==> src/sv/image_ring_slot_picker_macros.svh <==
// Assertion macros for the image ring slot picker modules.
// Each macro expects clk_i and rst_ni in the scope where it is used.
`ifndef IMAGE_RING_SLOT_PICKER_MACROS_SVH
`define IMAGE_RING_SLOT_PICKER_MACROS_SVH

// Same-cycle implication, checked outside reset.
`define IRSP_ASSERT_IMP(lbl, ante, cons, msg) \
  lbl: assert property (@(posedge clk_i) disable iff (!rst_ni) (ante) |-> (cons)) \
    else $error(msg);

// Next-cycle implication, checked outside reset.
`define IRSP_ASSERT_NXT(lbl, ante, cons, msg) \
  lbl: assert property (@(posedge clk_i) disable iff (!rst_ni) (ante) |=> (cons)) \
    else $error(msg);

`endif

==> src/sv/irsp_pkg.sv <==
// ----------------------------------------------------------------------------
// Image ring slot picker package
// Item types, command codes and controller/datapath interface structs.
// ----------------------------------------------------------------------------
package irsp_pkg;

  localparam int MaxSlotsDefault = 4;
  localparam int CountW          = 3;
  localparam logic [CountW-1:0] SlotCountReset = 3'd1;

  typedef enum logic [2:0] {
    CMD_OBSERVE = 3'd0,
    CMD_PICK    = 3'd1,
    CMD_PUBLISH = 3'd2,
    CMD_QUERY   = 3'd3,
    CMD_RECLAIM = 3'd4
  } cmd_e;

  typedef struct packed {
    logic [2:0]  cmd;
    logic        held_present;
    logic [2:0]  slot_index;
    logic [63:0] frame_number;
    logic [63:0] release_stamp;
  } in_item_t;

  typedef struct packed {
    logic        pick_found;
    logic [1:0]  picked_slot;
    logic [63:0] release_needed;
  } out_item_t;

  typedef enum logic [1:0] {
    ST_IDLE,
    ST_EXEC,
    ST_SCAN,
    ST_EMIT
  } state_e;

  typedef struct packed {
    logic capture;
    logic exec;
    logic scan_step;
    logic load_out;
  } ctrl_cmd_t;

  typedef struct packed {
    logic is_pick;
    logic scan_done;
  } dp_status_t;

endpackage

==> src/sv/irsp_datapath.sv <==
// ----------------------------------------------------------------------------
// Image ring slot picker datapath
// Slot tables, marks, slot count, one-slot-per-cycle pick scan and result
// registers.
// ----------------------------------------------------------------------------
module irsp_datapath import irsp_pkg::*; #(
  parameter int MAX_SLOTS = MaxSlotsDefault
) (
  input  logic              clk_i,
  input  logic              rst_ni,
  input  logic              cfg_write_i,
  input  logic [CountW-1:0] cfg_data_i,
  input  in_item_t          in_data_i,
  input  ctrl_cmd_t         cmd_i,
  output dp_status_t        status_o,
  output out_item_t         out_data_o
);

  localparam int IdxW = (MAX_SLOTS > 1) ? $clog2(MAX_SLOTS) : 1;

  in_item_t          item_q;
  logic [63:0]       last_frame_q [MAX_SLOTS];
  logic [63:0]       thr_q        [MAX_SLOTS];
  logic              pub_valid_q, held_valid_q;
  logic [2:0]        pub_slot_q, held_mark_q;
  logic [CountW-1:0] count_q;
  logic [CountW-1:0] scan_q;
  logic              found_q;
  logic [1:0]        picked_q;
  logic [63:0]       best_q, needed_q;
  out_item_t         out_q;

  logic              item_is_pick, in_range, cfg_ok;
  logic [IdxW-1:0]   rd_addr;
  logic [63:0]       rd_frame, rd_thr;
  logic              excluded, thr_ok, take;

  assign item_is_pick = (item_q.cmd == CMD_PICK);
  assign in_range     = (item_q.slot_index < count_q);
  assign cfg_ok       = (cfg_data_i != '0) && (32'(cfg_data_i) <= 32'(MAX_SLOTS));

  // The scan walks the slots during a pick; every other command uses its own index.
  assign rd_addr  = item_is_pick ? IdxW'(scan_q) : IdxW'(item_q.slot_index);
  assign rd_frame = last_frame_q[rd_addr];
  assign rd_thr   = thr_q[rd_addr];

  assign excluded = (pub_valid_q && (pub_slot_q == scan_q)) ||
                    (held_valid_q && (held_mark_q == scan_q));
  assign thr_ok   = (rd_thr == '0) || (item_q.release_stamp >= rd_thr);
  assign take     = !excluded && thr_ok && (!found_q || (rd_frame < best_q));

  assign status_o.is_pick   = item_is_pick;
  assign status_o.scan_done = (scan_q == count_q);
  assign out_data_o         = out_q;

  always_ff @(posedge clk_i) begin
    if (cmd_i.capture) begin
      item_q <= in_data_i;
    end
  end

  always_ff @(posedge clk_i or negedge rst_ni) begin
    if (!rst_ni) begin
      for (int i = 0; i < MAX_SLOTS; i++) begin
        last_frame_q[i] <= '0;
        thr_q[i]        <= '0;
      end
      pub_valid_q  <= 1'b0;
      pub_slot_q   <= '0;
      held_valid_q <= 1'b0;
      held_mark_q  <= '0;
      count_q      <= SlotCountReset;
    end else if (cfg_write_i && cfg_ok) begin
      for (int i = 0; i < MAX_SLOTS; i++) begin
        last_frame_q[i] <= '0;
        thr_q[i]        <= '0;
      end
      pub_valid_q  <= 1'b0;
      pub_slot_q   <= '0;
      held_valid_q <= 1'b0;
      held_mark_q  <= '0;
      count_q      <= cfg_data_i;
    end else if (cmd_i.exec) begin
      unique case (item_q.cmd)
        CMD_OBSERVE: begin
          if (!item_q.held_present) begin
            held_valid_q <= 1'b0;
          end else begin
            held_valid_q <= 1'b1;
            held_mark_q  <= item_q.slot_index;
            // The held frame arms the slot only if it is still the slot's latest.
            if (in_range && (rd_frame == item_q.frame_number)) begin
              thr_q[rd_addr] <= item_q.frame_number;
            end
          end
        end
        CMD_PUBLISH: begin
          if (in_range) begin
            last_frame_q[rd_addr] <= item_q.frame_number;
          end
          pub_valid_q <= 1'b1;
          pub_slot_q  <= item_q.slot_index;
        end
        CMD_RECLAIM: begin
          for (int i = 0; i < MAX_SLOTS; i++) begin
            thr_q[i] <= '0;
          end
          held_valid_q <= 1'b0;
          pub_valid_q  <= 1'b0;
        end
        default: begin
        end
      endcase
    end
  end

  always_ff @(posedge clk_i or negedge rst_ni) begin
    if (!rst_ni) begin
      scan_q <= '0;
    end else if (cmd_i.capture) begin
      scan_q <= '0;
    end else if (cmd_i.scan_step) begin
      scan_q <= scan_q + 1'b1;
    end
  end

  always_ff @(posedge clk_i) begin
    if (cmd_i.capture) begin
      found_q  <= 1'b0;
      picked_q <= '0;
      best_q   <= '0;
      needed_q <= '0;
    end else begin
      if (cmd_i.exec && (item_q.cmd == CMD_QUERY) && in_range) begin
        needed_q <= rd_thr;
      end
      if (cmd_i.scan_step && take) begin
        found_q  <= 1'b1;
        picked_q <= 2'(scan_q);
        best_q   <= rd_frame;
      end
    end
    if (cmd_i.load_out) begin
      out_q.pick_found     <= found_q;
      out_q.picked_slot    <= picked_q;
      out_q.release_needed <= needed_q;
    end
  end

endmodule

==> src/sv/irsp_controller.sv <==
// ----------------------------------------------------------------------------
// Image ring slot picker controller
// Sequences decode, command execution or slot scan, and the output register.
// ----------------------------------------------------------------------------
`include "image_ring_slot_picker_macros.svh"

module irsp_controller import irsp_pkg::*; (
  input  logic       clk_i,
  input  logic       rst_ni,
  input  logic       in_valid_i,
  output logic       in_stall_o,
  output logic       out_valid_o,
  input  logic       out_stall_i,
  output logic       cfg_ready_o,
  input  dp_status_t status_i,
  output ctrl_cmd_t  cmd_o
);

  state_e state_q, state_d;
  logic   out_valid_q, out_valid_d;
  logic   out_free;

  assign out_free    = !out_valid_q || !out_stall_i;
  assign in_stall_o  = (state_q != ST_IDLE);
  assign cfg_ready_o = (state_q == ST_IDLE);
  assign out_valid_o = out_valid_q;

  always_ff @(posedge clk_i or negedge rst_ni) begin
    if (!rst_ni) begin
      state_q     <= ST_IDLE;
      out_valid_q <= 1'b0;
    end else begin
      state_q     <= state_d;
      out_valid_q <= out_valid_d;
    end
  end

  always_comb begin
    state_d = state_q;
    cmd_o   = '0;
    unique case (state_q)
      ST_IDLE: begin
        if (in_valid_i) begin
          cmd_o.capture = 1'b1;
          state_d       = ST_EXEC;
        end
      end
      ST_EXEC: begin
        if (status_i.is_pick) begin
          state_d = ST_SCAN;
        end else begin
          cmd_o.exec = 1'b1;
          state_d    = ST_EMIT;
        end
      end
      ST_SCAN: begin
        if (status_i.scan_done) begin
          state_d = ST_EMIT;
        end else begin
          cmd_o.scan_step = 1'b1;
        end
      end
      ST_EMIT: begin
        if (out_free) begin
          cmd_o.load_out = 1'b1;
          state_d        = ST_IDLE;
        end
      end
      default: begin
        state_d = ST_IDLE;
      end
    endcase
  end

  always_comb begin
    if (cmd_o.load_out) begin
      out_valid_d = 1'b1;
    end else if (!out_stall_i) begin
      out_valid_d = 1'b0;
    end else begin
      out_valid_d = out_valid_q;
    end
  end

  `IRSP_ASSERT_IMP(a_load_needs_room, cmd_o.load_out, !out_valid_q || !out_stall_i, "result overwritten while waiting")
  `IRSP_ASSERT_NXT(a_accept_goes_busy, in_valid_i && !in_stall_o, state_q == ST_EXEC, "item accepted without starting work")
  `IRSP_ASSERT_NXT(a_emit_shows_result, state_q == ST_EMIT && !out_valid_q, out_valid_q && state_q == ST_IDLE, "finished item not presented")

endmodule

==> src/sv/image_ring_slot_picker.sv <==
// A result is presented once its item has passed the exec and emit states, and a pick
// also passes the scan state, whose single scan compares one slot per cycle.
// The block takes no new item until the current result is loaded into the output
// register; a result left waiting holds the next item in the emit state.
// Reset clears all slot tables and marks at once and sets the slot count to one.
// ----------------------------------------------------------------------------
// Image ring slot picker
// Chooses the next image slot to render into and tracks release thresholds.
// ----------------------------------------------------------------------------
module image_ring_slot_picker import irsp_pkg::*; #(
  parameter int MAX_SLOTS = MaxSlotsDefault
) (
  input  logic              clk_i,
  input  logic              rst_ni,
  input  logic              in_valid_i,
  output logic              in_stall_o,
  input  in_item_t          in_data_i,
  output logic              out_valid_o,
  input  logic              out_stall_i,
  output out_item_t         out_data_o,
  input  logic              cfg_valid_i,
  output logic              cfg_ready_o,
  input  logic [CountW-1:0] cfg_data_i
);

  ctrl_cmd_t  cmd;
  dp_status_t status;

  irsp_controller u_ctrl (
    .clk_i      (clk_i),
    .rst_ni     (rst_ni),
    .in_valid_i (in_valid_i),
    .in_stall_o (in_stall_o),
    .out_valid_o(out_valid_o),
    .out_stall_i(out_stall_i),
    .cfg_ready_o(cfg_ready_o),
    .status_i   (status),
    .cmd_o      (cmd)
  );

  irsp_datapath #(
    .MAX_SLOTS(MAX_SLOTS)
  ) u_dp (
    .clk_i      (clk_i),
    .rst_ni     (rst_ni),
    .cfg_write_i(cfg_valid_i && cfg_ready_o),
    .cfg_data_i (cfg_data_i),
    .in_data_i  (in_data_i),
    .cmd_i      (cmd),
    .status_o   (status),
    .out_data_o (out_data_o)
  );

endmodule

==> config.mk <==
export PLATFORM = sky130hd
export DESIGN_NAME = image_ring_slot_picker
export DESIGN_NICKNAME = d
export VERILOG_FILES = /design/src/sv/irsp_pkg.sv /design/src/sv/irsp_datapath.sv /design/src/sv/irsp_controller.sv /design/src/sv/image_ring_slot_picker.sv
export VERILOG_INCLUDE_DIRS = /design/src /design/src/sv
export SDC_FILE = /design/constraint.sdc
export NUM_CORES = 2
export LEC_CHECK = 0
export BUFFER_PORTS_ARGS = -buffer_cell sky130_fd_sc_hd__clkbuf_2
export CELL_PAD_IN_SITES_DETAIL_PLACEMENT = 1
export CELL_PAD_IN_SITES_GLOBAL_PLACEMENT = 2
export CORE_UTILIZATION = 38
export DETAILED_ROUTE_END_ITERATION = 7
export HOLD_SLACK_MARGIN = 0.12
export PLACE_DENSITY_LB_ADDON = 0.08
export SETUP_SLACK_MARGIN = 0.3
export SKIP_CTS_REPAIR_TIMING = 1
export SYNTH_ARGS = -nofsm -noshare
export SYNTH_HDL_FRONTEND = slang
export SYNTH_HIERARCHICAL = 1
export SYNTH_SLANG_ARGS = --single-unit
export TNS_END_PERCENT = 100
==> constraint.sdc <==
create_clock -name clk_i -period 5.15 [get_ports clk_i]
set_input_delay 0.2575 -clock clk_i [delete_from_list [all_inputs] [get_ports clk_i]]
set_output_delay 0.2575 -clock clk_i [all_outputs]
set_load 0.03 [all_outputs]
==> summary.txt <==
Logic synthesis
  – Post-synthesis sequential area ratio: 0.552
  – Mapped Cells: 3283
  – Syn_nets: 3560
  – Ys async rst share: 0.614
  – Number of synthesized flops with an enable pin: 202
  – Main flop type after synthesis: dfrtp_1
  – Yosys cell types: 89
  – Yosys reg bits: 862
  – Synth Area per Inst: 12.1 um^2
  – Synthesized area: 0.0397 mm^2
  – Ys Warns: 6

Global routing
  – GR Overflow Total: 0
  – First-pass GRT wire length: 207000 um
  – Initial antenna violation count: 1
  – All-Layer GR Usage: 0.258
  – Largest net degree at the start of global routing: 145
  – Vias in the first global route: 30700

Outcome
  – Run status: finished, final reports clean

Layout
  – # diodes: 0
  – Share of layout cells above drive strength 1: 0.219
  – Post-route design area: 0.0502 mm^2
  – Area Overhead vs Synth: 26.4%
  – Final #Nets: 4014

STA
  – Number of hold violations in the final report: 0
  – Setup TNS: 0 ns
  – Max-Slew Margin vs Limit: 0.300
  – Final Setup Violations: 0
  – Clock Skew: 0.0405 ns
  – Slew @ Worst Pin: 1.05 ns
  – Slew Limit Fails: 0
  – Final Critical Period: 4.92 ns
  – Part of the cycle the worst path needs: 0.955
  – RSZ-0062 raised after global routing: yes
  – Fmax: 0.203 GHz

Clock network
  – Clk Latency, worst-skew pair: 0.71 ns
  – Root Buffer: clkbuf_16
  – Clock buffer depth: 3
  – Clock sink total: 862
  – CTS tree: built
  – H-tree levels: 3
  – Clk slew on worst S/H paths: 0.06 ns
  – CTS buffer count: 99

Pwr
  – Switching part of the total: 0.350
  – Pint: 15.8 mW
  – Clock power frac: 0.303
  – Net Sw Power: 8.53 mW
  – Leak pwr: 22.3 nW
  – Flop pwr share: 0.378
  – Comb power frac: 0.319
  – PwrDens: 485 mW/mm^2
  – Worst VDD drop: 341 uV

Drt
  – Router iterations before antenna repair: 5
  – Drt wl/cell: 27.6 um
  – Via density per instance: 5.69
  – Routed Antenna Nets: 0
  – Drt drc: 0
  – WL final: 143000 um
  – Initial drt markers: 1974
  – Vias: 29600

Die
  – Die Ht: 325 um
  – Area of the core: 0.104 mm^2
  – Die ar.: 0.106 mm^2
  – Core Rows: 118
  – Die Wd: 325 um
  – Initial Util: 0.383
  – Ports: 213

Worst setup path
  – CP Launch Type: flip-flop
  – FF-to-FF setup slack: 0.23 ns
  – CP required: 5.69 ns
  – Critical Path Sink Type: flip-flop
  – Crit path DAT: 5.46 ns
  – CP max FO: 8
  – Crit Path Category: flip-flop to flip-flop

Place
  – Post-DP HPWL: 93300 um
  – Port Buf Inserts: 212
  – Post-DP Area: 0.0432 mm^2
  – Final Wtd Congestion: 0.869

Run
  – MaxCap Viol Count: 0

Worst hold path
  – Hold Crit Class: input port to asynchronous set/reset pin
==> layout make-up <==
class	count	area, um^2
inverters	99	374
repair buffers	636	5750
clock inverters	57	697
multi-input cells	2039	17000
well taps	1380	1730
clock buffers	131	2710
flip-flops and latches	862	21900
fillers	10700	53400
==> synth_stat cells, types with 5 or more instances <==
library cell | number | area, um^2
nand3_1 | 20 | 100
xnor2_1 | 49 | 429
buf_6 | 13 | 146
inv_1 | 98 | 368
a21o_1 | 31 | 233
o21a_1 | 9 | 67.6
nor2b_1 | 11 | 68.8
a211oi_1 | 24 | 180
o22ai_1 | 6 | 37.5
clkbuf_1 | 185 | 694
a31oi_1 | 15 | 93.8
nor4_1 | 10 | 62.6
ha_1 | 134 | 1680
edfxtp_1 | 202 | 6070
and2_1 | 5 | 31.3
mux2_2 | 70 | 788
a221oi_1 | 5 | 43.8
o32ai_1 | 7 | 61.3
and3_1 | 17 | 106
buf_4 | 10 | 75.1
nand2b_1 | 10 | 62.6
mux2i_1 | 420 | 4200
nand4_1 | 52 | 325
a22o_1 | 489 | 4280
nor2_1 | 245 | 920
buf_1 | 38 | 143
buf_2 | 37 | 185
xor2_1 | 15 | 131
dfxtp_1 | 131 | 2620
a21oi_1 | 126 | 631
nand2_1 | 122 | 458
o21ai_0 | 31 | 155
dfrtp_1 | 528 | 13200
nor3_1 | 15 | 75.1
o31ai_1 | 5 | 37.5
o211ai_1 | 10 | 75.1
==> cells in the final DEF, fill, tap and decap left out, types with 48 or more instances in the layout <==
cell type	count
inv_1	98
xnor2_1	48
dfxtp_1	131
a22o_1	489
clkbuf_2	211
mux2i_1	388
mux2_2	49
nand4_1	52
nand2_1	122
buf_12	50
dlygate4sd3_1	146
ha_1	121
clkbuf_16	117
a21oi_1	124
edfxtp_1	202
dfrtp_1	527
buf_4	192
nor2_1	237
==> worst max-delay path, stage by stage (launching register included) <==
cell and delay, ns:
edfxtp_1 0.45, or3b_4 0.43, inv_4 0.09, buf_12 0.12, o21ai_4 0.06, buf_12 0.15, clkbuf_16 0.17, buf_16 0.15
buf_4 0.13, mux2i_1 0.11, mux2_4 0.30, ha_4 0.17, a21o_1 0.15, a21o_1 0.16, a221o_1 0.35, a21oi_2 0.21
o211ai_1 0.25, a211oi_4 0.47, buf_6 0.17, a21oi_4 0.06, buf_12 0.17, clkbuf_16 0.19, mux2i_1 0.16, nor2_1 0.05
==> registers in the layout, summed over array words and instances (netlist names) <==
signal	cells
u_ctrl/out_valid_o	1
u_ctrl/state_q	2
u_dp/best_q	64
u_dp/count_q	3
u_dp/found_q	1
u_dp/held_mark_q	3
u_dp/held_valid_q	1
u_dp/item_q	135
u_dp/last_frame_q	256
u_dp/needed_q	64
u_dp/out_data_o	67
u_dp/picked_q	2
u_dp/pub_slot_q	3
u_dp/pub_valid_q	1
u_dp/scan_q	3
u_dp/thr_q	256
==> stage by stage <==
step | utilization | hold WS, ns | setup WS [ns] | total power [mW] | cells
after CTS | 0.450 | -0.418 | -0.510 | 23.5 | 4941
after global routing | 0.485 | 0.208 | 0.0787 | 25.4 | 5204
final | 0.485 | 0.132 | 0.229 | 24.3 | 5204
after global placement | 0.417 | 0.317 | -0.416 | 15.8 | 4753
after detailed placement | 0.417 | 0.332 | -0.499 | 16.0 | 4753
after floorplan | - | -0.0381 | 0.311 | 13.2 | 3283
==> power groups by stage <==
stage	combinational, mW	clock, mW	sequential, mW
final	7.77	7.38	9.19
after global routing	8.30	7.80	9.31
after CTS	6.77	7.56	9.17
after detailed placement	6.74	0	9.28
after global placement	6.60	0	9.23
after floorplan	4.17	0	9.07
==> kinds of logic after synthesis <==
kind of cell             share of synthesized area
multiplexers                                 0.126
buffers and inverters                       0.0407
adder cells (fa/ha/maj)                     0.0422
AND/OR/NAND/NOR                             0.0644
XOR/XNOR                                    0.0141
flip-flops                                   0.552
AO/OA/AOI/OAI                                0.160
==> worst paths after layout <==
path	depth (start not counted)	start	end
worst max-delay path	23	u_dp/item_q[134]$_DFFE_PP_	u_dp/best_q[17]$_SDFFE_PP0P_
worst min-delay path	2	rst_ni	u_dp/last_frame_q[119]$_DFFE_PN0P_
worst max register to register	23	u_dp/item_q[134]$_DFFE_PP_	u_dp/best_q[17]$_SDFFE_PP0P_
worst min register to register	0	u_dp/needed_q[55]$_SDFFE_PP0P_	u_dp/out_data_o[55]$_DFFE_PP_
max in group asynchronous	3	rst_ni	u_dp/thr_q[22]$_DFFE_PN0P_
min in group clk_i	2	in_data_i[9]	u_dp/item_q[9]$_DFFE_PP_
==> layer usage <==
layer / up-vias / wire length (um) / track usage
li1: 13100 / - / -
met1: 15600 / 65000 / 0.359
met2: 682 / 68800 / 0.424
met3: 207 / 5710 / 0.0336
met4: 0 / 3940 / 0.0662
met5: - / 0 / 0
No activity file was read; power rests on OpenSTA's default activity.
